File: config.mk
export PLATFORM = sky130hd
export DESIGN_NAME = radio_packet_airtime
export DESIGN_NICKNAME = d
export VERILOG_FILES = /design/src/hdl/rpa_pkg.sv /design/src/hdl/rpa_ms_div.sv /design/src/hdl/radio_packet_airtime.sv
export SDC_FILE = /design/constraint.sdc
export NUM_CORES = 1
export LEC_CHECK = 0
export ABC_CLOCK_PERIOD_IN_PS = 6700
export BUFFER_PORTS_ARGS = -buffer_cell sky130_fd_sc_hd__buf_2
export CAP_MARGIN = 20
export CORE_UTILIZATION = 59
export DETAILED_ROUTE_END_ITERATION = 8
export PLACE_DENSITY = 0.78
export SLEW_MARGIN = 20
export SYNTH_ARGS = -nofsm -noshare
export SYNTH_HDL_FRONTEND = slang
export SYNTH_SLANG_ARGS = --single-unit
File: constraint.sdc
create_clock -name i_clk -period 6.7 [get_ports i_clk]
set_clock_uncertainty 0.2 [all_clocks]
set_input_delay 0.67 -clock i_clk [delete_from_list [all_inputs] [get_ports i_clk]]
set_output_delay 0.67 -clock i_clk [all_outputs]
set_load 0.03 [all_outputs]
File: src/hdl/rpa_pkg.sv
`timescale 1ns / 1ps
// ----------------------------------------------------------------------------
// rpa_pkg: shared types and constants of the packet airtime calculator
// Register indexes, bandwidth codes, reciprocal tables and stage controls.
// ----------------------------------------------------------------------------
package rpa_pkg;

    // Number of register stages from input transaction to output register.
    localparam int unsigned STAGES = 7;

    // Configuration register indexes.
    typedef enum logic [1:0] {
        REG_SF  = 2'd0,
        REG_BW  = 2'd1,
        REG_CR  = 2'd2,
        REG_CRC = 2'd3
    } t_cfg_reg;

    // Bandwidth select codes.
    typedef enum logic [1:0] {
        BW_125     = 2'd0,
        BW_250     = 2'd1,
        BW_500     = 2'd2,
        BW_125_ALT = 2'd3
    } t_bw;

    localparam logic [3:0] SF_MIN     = 4'd6;
    localparam logic [3:0] SF_MAX     = 4'd12;
    localparam logic [3:0] SF_LDRO    = 4'd11;
    localparam logic [3:0] CR_MIN     = 4'd5;
    localparam logic [3:0] CR_MAX     = 4'd8;
    localparam logic [3:0] PAY_FIXED  = 4'd8;
    localparam logic [5:0] PRE_QTRS   = 6'd49;
    localparam logic [4:0] HDR_BITS   = 5'd28;
    localparam logic [4:0] CRC_BITS   = 5'd16;

    // Millisecond conversion: v / 125 as (v * floor(2^22 / 125)) >> 22,
    // then one correction step.
    localparam int unsigned MS_SHIFT  = 22;
    localparam logic [15:0] MS_RECIP  = 16'd33554;
    localparam logic [6:0]  MS_DIV    = 7'd125;

    // Payload quotient: n / k as (n * floor(2^16 / k)) >> 16, plus correction.
    localparam int unsigned SYM_SHIFT = 16;

    typedef struct packed {
        logic load_mul;
        logic load_fix;
    } t_ms_ctl;

    function automatic logic [13:0] f_sym_recip(input logic [3:0] k);
        logic [13:0] r;
        case (k)
            4'd6:    r = 14'd10922;
            4'd7:    r = 14'd9362;
            4'd8:    r = 14'd8192;
            4'd9:    r = 14'd7281;
            4'd10:   r = 14'd6553;
            4'd11:   r = 14'd5957;
            4'd12:   r = 14'd5461;
            default: r = 14'd8192;
        endcase
        return r;
    endfunction

endpackage

File: src/hdl/rpa_ms_div.sv
`timescale 1ns / 1ps
// ----------------------------------------------------------------------------
// rpa_ms_div: two-stage division of the scaled quarter-symbol count by 125
// A reciprocal multiply gives an estimate that is exact or one low; the
// second stage corrects it with one compare.
// ----------------------------------------------------------------------------
module rpa_ms_div
    import rpa_pkg::*;
(
    input  logic        i_clk,
    input  t_ms_ctl     i_ctl,
    input  logic [21:0] i_value,
    output logic [15:0] o_ms
);

    logic [21:0] r_mul_value;
    logic [15:0] r_mul_est;
    logic [15:0] r_ms;
    logic [37:0] n_prod;
    logic [22:0] n_back;
    logic [21:0] n_rem;
    logic [15:0] n_ms;

    always_comb begin
        n_prod = 38'(i_value) * 38'(MS_RECIP);
    end

    always_ff @(posedge i_clk) begin
        if (i_ctl.load_mul) begin
            r_mul_value <= i_value;
            r_mul_est   <= n_prod[MS_SHIFT +: 16];
        end
    end

    always_comb begin
        n_back = 23'(r_mul_est) * 23'(MS_DIV);
        n_rem  = r_mul_value - n_back[21:0];
        n_ms   = (n_rem >= 22'(MS_DIV)) ? r_mul_est + 16'd1 : r_mul_est;
    end

    always_ff @(posedge i_clk) begin
        if (i_ctl.load_fix) begin
            r_ms <= n_ms;
        end
    end

    assign o_ms = r_ms;

endmodule

File: src/hdl/radio_packet_airtime.sv
`timescale 1ns / 1ps
// ----------------------------------------------------------------------------
// radio_packet_airtime: time on air of one chirp-spread-spectrum packet
// Computes milliseconds on air and payload symbol count from a byte length.
// ----------------------------------------------------------------------------
// Usage:
// The slave stream carries one payload length in bytes per transaction. For
// each one the master stream returns exactly one transaction holding the
// packet's time on air in whole milliseconds and its payload symbol count.
// Modem settings come through the write port (index 0 spreading factor,
// 1 bandwidth select, 2 coding denominator, 3 CRC enable) and must only be
// changed while no transaction is in flight.
// The datapath is a seven-stage pipeline: clamping and the ceiling numerator,
// a reciprocal multiply for the symbol quotient, its correction, the coding
// rate multiply, the shift by the spreading factor, and a two-stage divide
// by 125. A result is presented once its transaction reaches the seventh
// stage. A new length is accepted every cycle unless a stalled master side
// has filled the pipeline.
// Each stage holds a valid bit and loads whenever it is empty or the stage
// after it moves, so a stalled master side lets the pipeline fill up to
// seven transactions before the slave ready drops; nothing is lost or
// repeated. Synchronous reset clears the valid bits and restores the
// settings to spreading factor 7, 125 kHz, coding 4/5 and CRC enabled.
// ----------------------------------------------------------------------------
module radio_packet_airtime
    import rpa_pkg::*;
(
    input  logic        i_clk,
    input  logic        i_rst_n,
    // Configuration write port.
    input  logic        i_cfg_we,
    input  logic [1:0]  i_cfg_addr,
    input  logic [3:0]  i_cfg_wdata,
    // Slave stream. tdata: [7:0] payload_length.
    input  logic        i_s_axis_tvalid,
    output logic        o_s_axis_tready,
    input  logic [7:0]  i_s_axis_tdata,
    // Master stream. tdata: [13:0] airtime_ms, [23:14] payload_symbols.
    output logic        o_m_axis_tvalid,
    input  logic        i_m_axis_tready,
    output logic [23:0] o_m_axis_tdata
);

    // Settings registers.
    logic [3:0] r_sf;
    logic [1:0] r_bw;
    logic [3:0] r_cr;
    logic       r_crc;

    always_ff @(posedge i_clk) begin
        if (!i_rst_n) begin
            r_sf  <= 4'd7;
            r_bw  <= BW_125;
            r_cr  <= 4'd5;
            r_crc <= 1'b1;
        end else if (i_cfg_we) begin
            case (t_cfg_reg'(i_cfg_addr))
                REG_SF:  r_sf  <= i_cfg_wdata;
                REG_BW:  r_bw  <= i_cfg_wdata[1:0];
                REG_CR:  r_cr  <= i_cfg_wdata;
                REG_CRC: r_crc <= i_cfg_wdata[0];
                default: ;
            endcase
        end
    end

    // Effective settings. Out-of-range spreading factors clamp to the
    // nearest limit, an invalid coding denominator acts as 5, and only
    // select 0 with a spreading factor of 11 or more enables low-data-rate mode.
    logic [3:0] w_sf;
    logic [3:0] w_cr;
    logic       w_ldro;
    logic [3:0] w_k;
    logic [3:0] w_shift;

    always_comb begin
        if (r_sf < SF_MIN) begin
            w_sf = SF_MIN;
        end else if (r_sf > SF_MAX) begin
            w_sf = SF_MAX;
        end else begin
            w_sf = r_sf;
        end
        w_cr   = (r_cr < CR_MIN || r_cr > CR_MAX) ? CR_MIN : r_cr;
        w_ldro = (w_sf >= SF_LDRO) && (t_bw'(r_bw) == BW_125);
        // The symbol denominator is 4 * k.
        w_k    = w_ldro ? w_sf - 4'd2 : w_sf;
        // Quarter-symbols times 2^SF over 500*m equals quarter-symbols
        // shifted by SF - 2 - log2(m), then divided by 125.
        case (t_bw'(r_bw))
            BW_250:  w_shift = w_sf - 4'd3;
            BW_500:  w_shift = w_sf - 4'd4;
            default: w_shift = w_sf - 4'd2;
        endcase
    end

    // Handshake: a stage advances when it is empty or its successor moves.
    logic [STAGES-1:0] r_vld;
    logic [STAGES-1:0] w_adv;

    always_comb begin
        w_adv[STAGES-1] = !r_vld[STAGES-1] || i_m_axis_tready;
        for (int i = STAGES - 2; i >= 0; i--) begin
            w_adv[i] = !r_vld[i] || w_adv[i+1];
        end
    end

    always_ff @(posedge i_clk) begin
        if (!i_rst_n) begin
            r_vld <= '0;
        end else begin
            if (w_adv[0]) begin
                r_vld[0] <= i_s_axis_tvalid;
            end
            for (int i = 1; i < STAGES; i++) begin
                if (w_adv[i]) begin
                    r_vld[i] <= r_vld[i-1];
                end
            end
        end
    end

    assign o_s_axis_tready = w_adv[0];
    assign o_m_axis_tvalid = r_vld[STAGES-1];

    // Stage 1: ceiling numerator. With a non-positive bit count the
    // numerator is zero, which makes the quotient zero.
    logic [11:0] n_pos;
    logic [5:0]  n_neg;
    logic [11:0] n_sum;
    logic [9:0]  n_s1_num;
    logic [9:0]  r_s1_num;
    logic [3:0]  r_s1_k;

    always_comb begin
        n_pos    = {1'b0, i_s_axis_tdata, 3'b000} + 12'(HDR_BITS)
                 + (r_crc ? 12'(CRC_BITS) : 12'd0);
        n_neg    = {w_sf, 2'b00};
        n_sum    = n_pos - 12'(n_neg) + 12'({w_k, 2'b00}) - 12'd1;
        n_s1_num = (n_pos > 12'(n_neg)) ? n_sum[11:2] : 10'd0;
    end

    always_ff @(posedge i_clk) begin
        if (w_adv[0]) begin
            r_s1_num <= n_s1_num;
            r_s1_k   <= w_k;
        end
    end

    // Stage 2: reciprocal estimate of num / k, exact or one low.
    logic [23:0] n_s2_prod;
    logic [9:0]  r_s2_num;
    logic [3:0]  r_s2_k;
    logic [6:0]  r_s2_est;

    always_comb begin
        n_s2_prod = 24'(r_s1_num) * 24'(f_sym_recip(r_s1_k));
    end

    always_ff @(posedge i_clk) begin
        if (w_adv[1]) begin
            r_s2_num <= r_s1_num;
            r_s2_k   <= r_s1_k;
            r_s2_est <= n_s2_prod[SYM_SHIFT +: 7];
        end
    end

    // Stage 3: correct the estimate.
    logic [10:0] n_s3_back;
    logic [9:0]  n_s3_rem;
    logic [6:0]  r_s3_quot;

    always_comb begin
        n_s3_back = 11'(r_s2_est) * 11'(r_s2_k);
        n_s3_rem  = r_s2_num - n_s3_back[9:0];
    end

    always_ff @(posedge i_clk) begin
        if (w_adv[2]) begin
            r_s3_quot <= (n_s3_rem >= 10'(r_s2_k)) ? r_s2_est + 7'd1 : r_s2_est;
        end
    end

    // Stage 4: payload symbols.
    logic [10:0] n_s4_nsym;
    logic [9:0]  r_s4_nsym;

    always_comb begin
        n_s4_nsym = 11'(r_s3_quot) * 11'(w_cr) + 11'(PAY_FIXED);
    end

    always_ff @(posedge i_clk) begin
        if (w_adv[3]) begin
            r_s4_nsym <= n_s4_nsym[9:0];
        end
    end

    // Stage 5: quarter-symbols scaled by the chip count and bandwidth.
    logic [11:0] n_s5_qtrs;
    logic [21:0] r_s5_value;
    logic [9:0]  r_s5_nsym;

    always_comb begin
        n_s5_qtrs = {r_s4_nsym, 2'b00} + 12'(PRE_QTRS);
    end

    always_ff @(posedge i_clk) begin
        if (w_adv[4]) begin
            r_s5_value <= 22'(n_s5_qtrs) << w_shift;
            r_s5_nsym  <= r_s4_nsym;
        end
    end

    // Stages 6 and 7: divide by 125 to get milliseconds.
    t_ms_ctl     w_ms_ctl;
    logic [15:0] w_ms;
    logic [9:0]  r_s6_nsym;
    logic [9:0]  r_s7_nsym;

    assign w_ms_ctl.load_mul = w_adv[5];
    assign w_ms_ctl.load_fix = w_adv[6];

    rpa_ms_div u_ms_div (
        .i_clk   (i_clk),
        .i_ctl   (w_ms_ctl),
        .i_value (r_s5_value),
        .o_ms    (w_ms)
    );

    always_ff @(posedge i_clk) begin
        if (w_adv[5]) begin
            r_s6_nsym <= r_s5_nsym;
        end
        if (w_adv[6]) begin
            r_s7_nsym <= r_s6_nsym;
        end
    end

    assign o_m_axis_tdata = {r_s7_nsym, w_ms[13:0]};

endmodule
==> run summary, run 1 <==
Status -> complete, no violations
WL final -> 43.1 mm
Seq/Total Area, Yosys -> 23.6%
IO Port Bufs -> 44
Synthesized area -> 21200 um^2
Post-synth top area cell -> fa_1
Top cell type's share of synthesized area -> 23.2%
Critical Path RT -> 6.70 ns
Via count -> 14700
Largest net degree at the start of global routing -> 49
Top cells by area, synth -> fa_1 23%, edfxtp_1 22%, ha_1 20%, inv_1 8.4%, nand2_1 2.8%
Global-route wire length before repair -> 71.7 mm
Floorplan core area -> 34900 um^2
Synth warn -> 0
Slew Viols, Final -> 0
CTS Buffer Depth -> 2
Nets@finish -> 2804
Setup violators final -> 0
Slew @ Worst Pin -> 0.807 ns
Reg clk slew, reported paths -> 0.07 ns
Grt total ovfl -> 0
Layout area overhead -> 8.14%
IO Pins -> 45
Dpl cell area -> 22100 um^2
Period utilization -> 97.4%
Hold violation total from the final report -> 0
Initial antenna violation count -> 1
Worst-Skew Late Latency -> 0.44 ns
Min Clock Period, post-route -> 6.52 ns
Die Ht -> 191 um
Post-synthesis cell count -> 2112
Worst reg2reg startpoint -> r_s1_k[2]$_DFFE_PP_
Starting Density -> 60.6%
R2R depth -> 25
H-tree depth -> 4
Post-synthesis adder-cell area fraction -> 43.3%
Synthesized area per cell -> 10.0 um^2
CP Launch Type -> flip-flop
Synth cell types -> 70
DRT Pass-1 Iters -> 5
Die Wd -> 191 um
Async S/R FF share, synth -> 0%
R2r endpoint -> r_s2_est[4]$_DFFE_PP_
ANT cells -> 0
R2R Setup Slk -> 0.18 ns
Die area -> 36600 um^2
GP Congestion -> 0.876
Post-DR vias/cell -> 5.51
Fmax -> 153 MHz
Fraction of the mapped netlist area in simple logic gates -> 11.3%
Worst Hold Class -> reg -> reg
Worst rel slew slack -> 46.2%
Fin area -> 22900 um^2
Crit path kind -> reg -> reg
Final ANT Viol Nets -> 0
CP Launch Point -> r_s1_k[2]$_DFFE_PP_
Crit path capture -> r_s2_est[4]$_DFFE_PP_
Register area -> 4980 um^2
Vias in the first global route -> 15300
Largest family of logic cells by synthesized area -> adder cells
Layout cell share with drive strength beyond 1 -> 7.73%
Post-synthesis mux area share -> 1.37%
CP Max Fanout -> 8
DRC viols -> 0
Max-cap viol count -> 0
Min Hold Slack -> 0.220 ns
Layout fillers -> 2700
Multi-input gate area -> 14400 um^2
WP data arrival -> 6.52 ns
Num CTS Buffers -> 17
Average routed wire per standard cell -> 16.2 um
1st-iter DRT viols -> 839
# rows -> 68
Crit end category -> flip-flop
Register bit total from synthesis -> 172
Post-DP HPWL -> 35.3 mm
Gr usage total -> 24.8%
CTS tree -> built
Synth Area in XOR/XNOR -> 3.81%
Number of clock sinks -> 172
Clock root cell -> clkbuf_16
Synth Area in Compound Gates -> 7.59%
Ys flop type -> edfxtp_1
Post-synth EDFFs -> 154
==> routing by layer <==
metal  track usage, %  vias up  part of all wire [%]
met4             7.45        2                   2.6
met2             45.2      376                    52
met5                0        -                 0.032
met1             30.5     7247                    42
li1                 -     6969                     -
met3             3.05       96                   3.9
==> stage by stage <==
step,TNS [ns],cells,setup slack (ns),util (%)
after floorplan,0,2122,0.219,-
after global placement,0,2624,0.0109,63.4
after detailed placement,-0.501,2624,-0.218,63.4
after CTS,0,2656,0.0317,65.2
after global routing,-0.184,2668,-0.0654,65.6
final,0,2668,0.176,65.6
==> critical path, cell delays in order, from the launching register on <==
cell	delay [ns]
edfxtp_1	0.51
buf_4	0.22
xor2_1	0.15
nand3_1	0.10
o21ai_1	0.09
buf_4	0.18
and2_1	0.18
fa_1	0.53
inv_1	0.05
fa_1	0.53
inv_1	0.06
fa_1	0.48
fa_1	0.55
inv_1	0.05
fa_1	0.53
inv_1	0.04
ha_1	0.29
and3_1	0.16
nand3_1	0.10
a211o_1	0.24
o211ai_1	0.25
a31oi_2	0.23
o21ai_2	0.24
buf_4	0.15
nor2_1	0.04
xnor2_1	0.13
==> worst min-delay path by stage <==
stage | startpoint | to | slack, ns | cells past startpoint
3_5_place_dp | r_s5_nsym[7]$_DFFE_PP_ | r_s6_nsym[7]$_DFFE_PP_ | 0.20 | 0
5_1_grt | r_s6_nsym[1]$_DFFE_PP_ | r_s7_nsym[1]$_DFFE_PP_ | 0.23 | 0
6_report | r_s6_nsym[1]$_DFFE_PP_ | r_s7_nsym[1]$_DFFE_PP_ | 0.22 | 0
4_1_cts | r_s6_nsym[1]$_DFFE_PP_ | r_s7_nsym[1]$_DFFE_PP_ | 0.21 | 0
3_3_place_gp | r_s5_nsym[4]$_DFFE_PP_ | r_s6_nsym[4]$_DFFE_PP_ | 0.20 | 0
2_1_floorplan | r_s5_nsym[0]$_DFFE_PP_ | r_s6_nsym[0]$_DFFE_PP_ | 0.20 | 0
==> cell families after synthesis <==
group | after synthesis
AOI/OAI and AO/OA | 244
xor gates and xnor gates | 92
adders and majority gates | 585
buffers and inverters | 506
DFF | 172
muxes | 28
other | 2
and+or+nand+nor | 483
==> cells in the mapped netlist (7+ instances only) <==
library cell  count
xnor2_1          66
ha_1            340
xor2_1           26
fa_1            245
o21a_1           14
or3_1             7
nor2_1           93
o21ai_0          40
nor3_1           20
and2_1           77
a31oi_1           9
o21bai_1          9
edfxtp_1        154
and3_1           18
mux2i_1          21
clkbuf_1         32
a21oi_1          67
nand3_1          19
o211ai_1          9
o22ai_1           7
nor2b_1          30
nand2b_1         15
inv_1           472
dfxtp_1          18
nand2_1         159
mux2_2            7
nand4_1          10
a21o_1           35
==> final cells by class <==
| class | instances | share of cell area [%] |
|---|---|---|
| Clock inverter | 15 | 0.716 |
| Clock buffer | 17 | 1.86 |
| Timing Repair Buffer | 93 | 2.57 |
| Tap cell | 455 | 2.49 |
| Sequential cell | 172 | 21.8 |
| Multi-Input combinational cell | 1444 | 62.8 |
| Inverter | 472 | 7.74 |
==> registers in the layout, indices dropped and copies added, names as in the netlist, 7 cells and up <==
register              count
u_ms_div.r_mul_value     22
u_ms_div.r_mul_est       16
r_s5_value               22
r_s1_num                  9
r_s6_nsym                10
r_s4_nsym                10
r_vld                     7
r_s2_num                  9
u_ms_div.o_ms            14
r_s3_quot                 7
r_s5_nsym                10
r_s2_est                  7
r_s7_nsym                10
==> repair_timing <==
item                                    CTS  global route
endpoints found under the setup margin    3             5
gates resized for setup                   6            16
pin swaps                                 0             5
hold buffers                              0             0
buffers inserted                          0            12
==> layout by cell type, fill, tap and decap left out, types with 10 or more instances in the layout <==
cell type and instances:
ha_1 340, mux2i_1 21, nand2b_1 13, nor3_1 20, nor2_1 90, fa_1 243, nand4_1 10, buf_4 49
o21ai_0 37, edfxtp_1 154, nand3_1 19, o21a_1 13, and2_1 76, dfxtp_1 18, xor2_1 26, buf_2 44
nor2b_1 28, a21o_1 35, conb_1 12, clkbuf_16 17, a21oi_1 66, nand2_1 158, inv_1 469, xnor2_1 66
and3_1 18
Power of run 1 is left out: the tool's default activity adds up to more than one toggle a clock period on the data nets, which glitch-free logic cannot reach.
==> inputs of run 2 (changes only) <==
- ABC_CLOCK_PERIOD_IN_PS: 6700 -> 6900
- CORE_MARGIN: default -> 2
- CORE_UTILIZATION: 59 -> 60
- PLACE_DENSITY: 0.78 -> 0.76
- clock period: 6.7 -> 6.9 ns (I/O delays scaled with it)
==> run summary, run 2 (synthesized netlist as in run 1, its figures left out) <==
Status -> complete, no violations
Via count -> 14500
Unrepaired setup endpoints after global routing -> no
Largest net degree at the start of global routing -> 33
Floorplan core area -> 34600 um^2
Most frequent cells in the layout -> 471 x inv_1, 340 x ha_1, 245 x fa_1
Average routed wire per standard cell -> 15.9 um
Starting Density -> 61.1%
Die area -> 36800 um^2
Delay-heaviest family, CP -> adder cells
DRC viols -> 0
Crit-path most repeated cell -> fa_1
Initial antenna violation count -> 0
Met1 WL -> 17.4 mm
CP Launch Type -> flip-flop
WP data arrival -> 6.55 ns
WL final -> 42.1 mm
Fmax -> 152 MHz
Nets@finish -> 2793
Layout cell share with drive strength beyond 1 -> 6.63%
DR top layer -> met4
Gr usage total -> 24.3%
Number of clock sinks -> 172
Vias in the first global route -> 15100
CTS Buffer Depth -> 2
Post-DR vias/cell -> 5.46
Slew @ Worst Pin -> 1.06 ns
Global-route wire length before repair -> 70.7 mm
Grt total ovfl -> 0
Die Ht -> 192 um
Min Clock Period, post-route -> 6.57 ns
CP Max Fanout -> 11
Critical-path top delay cell -> fa_1
Clock root cell -> clkbuf_16
1st-iter DRT viols -> 782
Max-cap viol count -> 0
H-tree depth -> 4
DRT Pass-1 Iters -> 5
Layout area overhead -> 7.61%
Largest stage delay on the critical path -> 0.57 ns
Final setup TNS -> 0 ns
Hold violation total from the final report -> 0
Most common cell after layout, fill and taps aside -> inv_1
Crit end category -> flip-flop
CTS tree -> built
Critical Path RT -> 6.88 ns
WP buf/inv -> 4
Met3 Routed Length -> 1.72 mm
Post-DP HPWL -> 34.9 mm
CTS Hold Bufs -> 0
Period utilization -> 95.3%
Worst rel slew slack -> 29.4%
Reg clk slew, reported paths -> 0.07 ns
Worst-Skew Late Latency -> 0.44 ns
IO Port Bufs -> 44
CP cell instances -> nand2b_1 -> nor2_1 -> a21oi_1 -> o21ai_1 -> buf_4 -> and2_1 -> fa_1 -> fa_1 -> fa_1 -> fa_1 -> inv_1 -> fa_1 -> inv_1 -> ha_1 -> a21o_1 -> a21o_1 -> a21o_1 -> a21oi_1 -> o211ai_1 -> a31oi_1 -> buf_4 -> o21ai_2 -> o41ai_2 -> xnor2_1
IO Pins -> 45
Worst Hold Class -> reg -> reg
ANT cells -> 0
# rows -> 68
Setup violators final -> 0
Crit path kind -> reg -> reg
Die Wd -> 192 um
Num CTS Buffers -> 17
Final ANT Viol Nets -> 0
Slew Viols, Final -> 0
GP Congestion -> 0.897
Largest regs -> r_s5_value x22, u_ms_div.r_mul_value x22, u_ms_div.r_mul_est x16
Met2 wire length -> 22.1 mm
-- run 2: cell types whose count changed in the layout (fill, tap and decap cells not counted), sizes merged --
cell,change
buf,-11
bufinv,-1
clkbuf,+1
-- run 2: cell type report --
cell class                      instances  area [um^2]
Clock buffer                           18          429
Multi-Input combinational cell       1444        14300
Clock inverter                         14          138
Tap cell                              455          569
Inverter                              472         1770
Sequential cell                       172         4980
Timing Repair Buffer                   82          546
Fill cell                            2638        11900
-- run 2: worst paths after layout --
kind	from	end	slack, ns	cells past startpoint
min	r_s6_nsym[9]$_DFFE_PP_	r_s7_nsym[9]$_DFFE_PP_	0.21	0
min reg2reg	r_s6_nsym[9]$_DFFE_PP_	r_s7_nsym[9]$_DFFE_PP_	0.21	0
max reg2reg	r_s1_k[3]$_DFFE_PP_	r_s2_est[6]$_DFFE_PP_	0.33	24
max	r_s1_k[3]$_DFFE_PP_	r_s2_est[6]$_DFFE_PP_	0.33	24
-- run 2: through the flow --
| stage | setup WS (ns) | util [%] | hold WS (ns) | cells | instance area, um^2 |
|---|---|---|---|---|---|
| 3_3_place_gp | 0.268 | 63.8 | 0.202 | 2617 | 22100 |
| 3_5_place_dp | 0.0883 | 63.9 | 0.205 | 2619 | 22100 |
| 2_1_floorplan | 0.419 | - | 0.200 | 2122 | 21200 |
| 6_report | 0.327 | 65.7 | 0.210 | 2657 | 22800 |
| 4_1_cts | 0.0409 | 65.5 | 0.215 | 2651 | 22700 |
| 5_1_grt | 0.0218 | 65.7 | 0.224 | 2657 | 22800 |
-- run 2: metal layers --
metal	vias up	track usage [%]
met4	0	7.40
met3	82	3.58
met2	325	44.2
li1	6954	-
met5	-	0
met1	7135	29.7
-- run 2: timing repair --
action	4_1_cts	5_1_grt
setup buffers	0	6
setup endpoints to repair	0	5
resized for setup	0	7
Power of run 2 is left out for the same reason.
==> inputs of run 3 (changes only) <==
- CORE_UTILIZATION: 60 -> 57
- CTS_BUF_LIST: default -> sky130_fd_sc_hd__clkbuf_8
- PLACE_DENSITY: 0.76 -> 0.73
==> run summary, run 3 (synthesized netlist as in run 1, its figures left out) <==
Status -> complete, no violations
CTS Hold Bufs -> 0
Average routed wire per standard cell -> 15.5 um
Final Non-Filler Cells -> 2667
DRT Pass-1 Iters -> 5
Critical Path RT -> 6.94 ns
CTS Buffer Depth -> 2
Worst-Skew Late Latency -> 0.49 ns
Die Ht -> 197 um
Initial antenna violation count -> 0
ANT cells -> 0
CTS tree -> built
H-tree depth -> 4
Worst Hold Class -> reg -> reg
Gr usage total -> 23.0%
CP Launch Type -> flip-flop
Period utilization -> 95.1%
CP Max Fanout -> 9
Post-DP HPWL -> 34.7 mm
Die Wd -> 197 um
Vias in the first global route -> 15100
Hold violation total from the final report -> 0
Floorplan core area -> 36600 um^2
Starting Density -> 57.8%
Unrepaired setup endpoints after global routing -> no
Crit path kind -> reg -> reg
WL final -> 41.5 mm
Fmax -> 152 MHz
Reg clk slew, reported paths -> 0.10 ns
Inst Count DP -> 2631
Layout fillers -> 3063
DRC viols -> 0
Most common cell after layout, fill and taps aside -> inv_1
GP Congestion -> 0.902
Largest net degree at the start of global routing -> 49
Num CTS Buffers -> 17
Slew @ Worst Pin -> 0.790 ns
Die area -> 38700 um^2
Min Clock Period, post-route -> 6.56 ns
Post-DR vias/cell -> 5.36
Most frequent cells in the layout -> 471 x inv_1, 340 x ha_1, 245 x fa_1
Nets@finish -> 2790
Grt total ovfl -> 0
# rows -> 70
Crit end category -> flip-flop
Via count -> 14300
Largest regs -> r_s5_value x22, u_ms_div.r_mul_value x22, u_ms_div.r_mul_est x16
Layout area overhead -> 6.68%
1st-iter DRT viols -> 609
Worst rel slew slack -> 47.3%
IO Port Bufs -> 44
Layout cell share with drive strength beyond 1 -> 6.55%
Slew Viols, Final -> 0
Clock root cell -> clkbuf_8
IO Pins -> 45
Global-route wire length before repair -> 71.3 mm
Max-cap viol count -> 0
Setup violators final -> 0
Final ANT Viol Nets -> 0
Number of clock sinks -> 172
WP data arrival -> 6.60 ns
-- run 3: worst paths after layout --
| path | from | end | slack, ns | depth (start not counted) |
|---|---|---|---|---|
| hold reg to reg | r_s6_nsym[9]$_DFFE_PP_ | r_s7_nsym[9]$_DFFE_PP_ | 0.22 | 0 |
| hold / removal | r_s6_nsym[9]$_DFFE_PP_ | r_s7_nsym[9]$_DFFE_PP_ | 0.22 | 0 |
| setup / recovery | r_s1_k[3]$_DFFE_PP_ | r_s2_est[6]$_DFFE_PP_ | 0.34 | 24 |
| setup reg to reg | r_s1_k[3]$_DFFE_PP_ | r_s2_est[6]$_DFFE_PP_ | 0.34 | 24 |
-- run 3: final cells by class --
cell class / instances / area [um^2] / area share (%)
clock buffers: 17 / 234 / 1.04
clock inverters: 15 / 159 / 0.704
inverters: 472 / 1770 / 7.85
multi-input cells: 1444 / 14300 / 63.5
flip-flops and latches: 172 / 4980 / 22.1
well taps: 468 / 586 / 2.59
repair buffers: 79 / 503 / 2.23
-- run 3: metal layers --
metal | global-route usage (%) | part of all wire (%) | vias up
met1 | 28.8 | 43 | 7008
met4 | 6.24 | 2.3 | 0
met2 | 42.2 | 52 | 271
met3 | 2.75 | 3.1 | 72
met5 | 0 | 0 | -
li1 | - | - | 6952
-- run 3: metrics by stage --
stage | hold slack, ns | area (um^2) | TNS (ns) | util, % | setup slack (ns)
global placement | 0.202 | 22100 | 0 | 60.4 | 0.132
CTS | 0.204 | 22500 | 0 | 61.5 | 0.0448
detailed placement | 0.205 | 22100 | -0.0656 | 60.4 | -0.0656
floorplan | 0.200 | 21200 | 0 | - | 0.419
global route | 0.243 | 22600 | 0 | 61.7 | 0.00324
finish | 0.225 | 22600 | 0 | 61.7 | 0.338
-- run 3: worst max-delay path, cell delays in order, from the launching register on --
cell and delay [ns]:
edfxtp_1 0.46, buf_4 0.20, nand2b_1 0.14, nor2_1 0.07, a21oi_1 0.14, o21ai_1 0.11
buf_4 0.16, and2_1 0.16, fa_1 0.44, fa_1 0.57, fa_1 0.44, fa_1 0.54
inv_1 0.05, fa_1 0.53, inv_1 0.04, ha_1 0.29, a21o_1 0.18, a21o_1 0.18
a21o_1 0.17, a21oi_1 0.15, o211ai_1 0.22, a31oi_2 0.30, o21ai_2 0.15, o41ai_2 0.28
xnor2_1 0.12
-- run 3: repair_timing --
action / in CTS / in global routing
setup endpoints to repair: 2 / 4
gates resized for setup: 2 / 6
cloned: 0 / 0
pin swaps: 0 / 1
buffers inserted: 0 / 3
Power of run 3 is left out for the same reason.
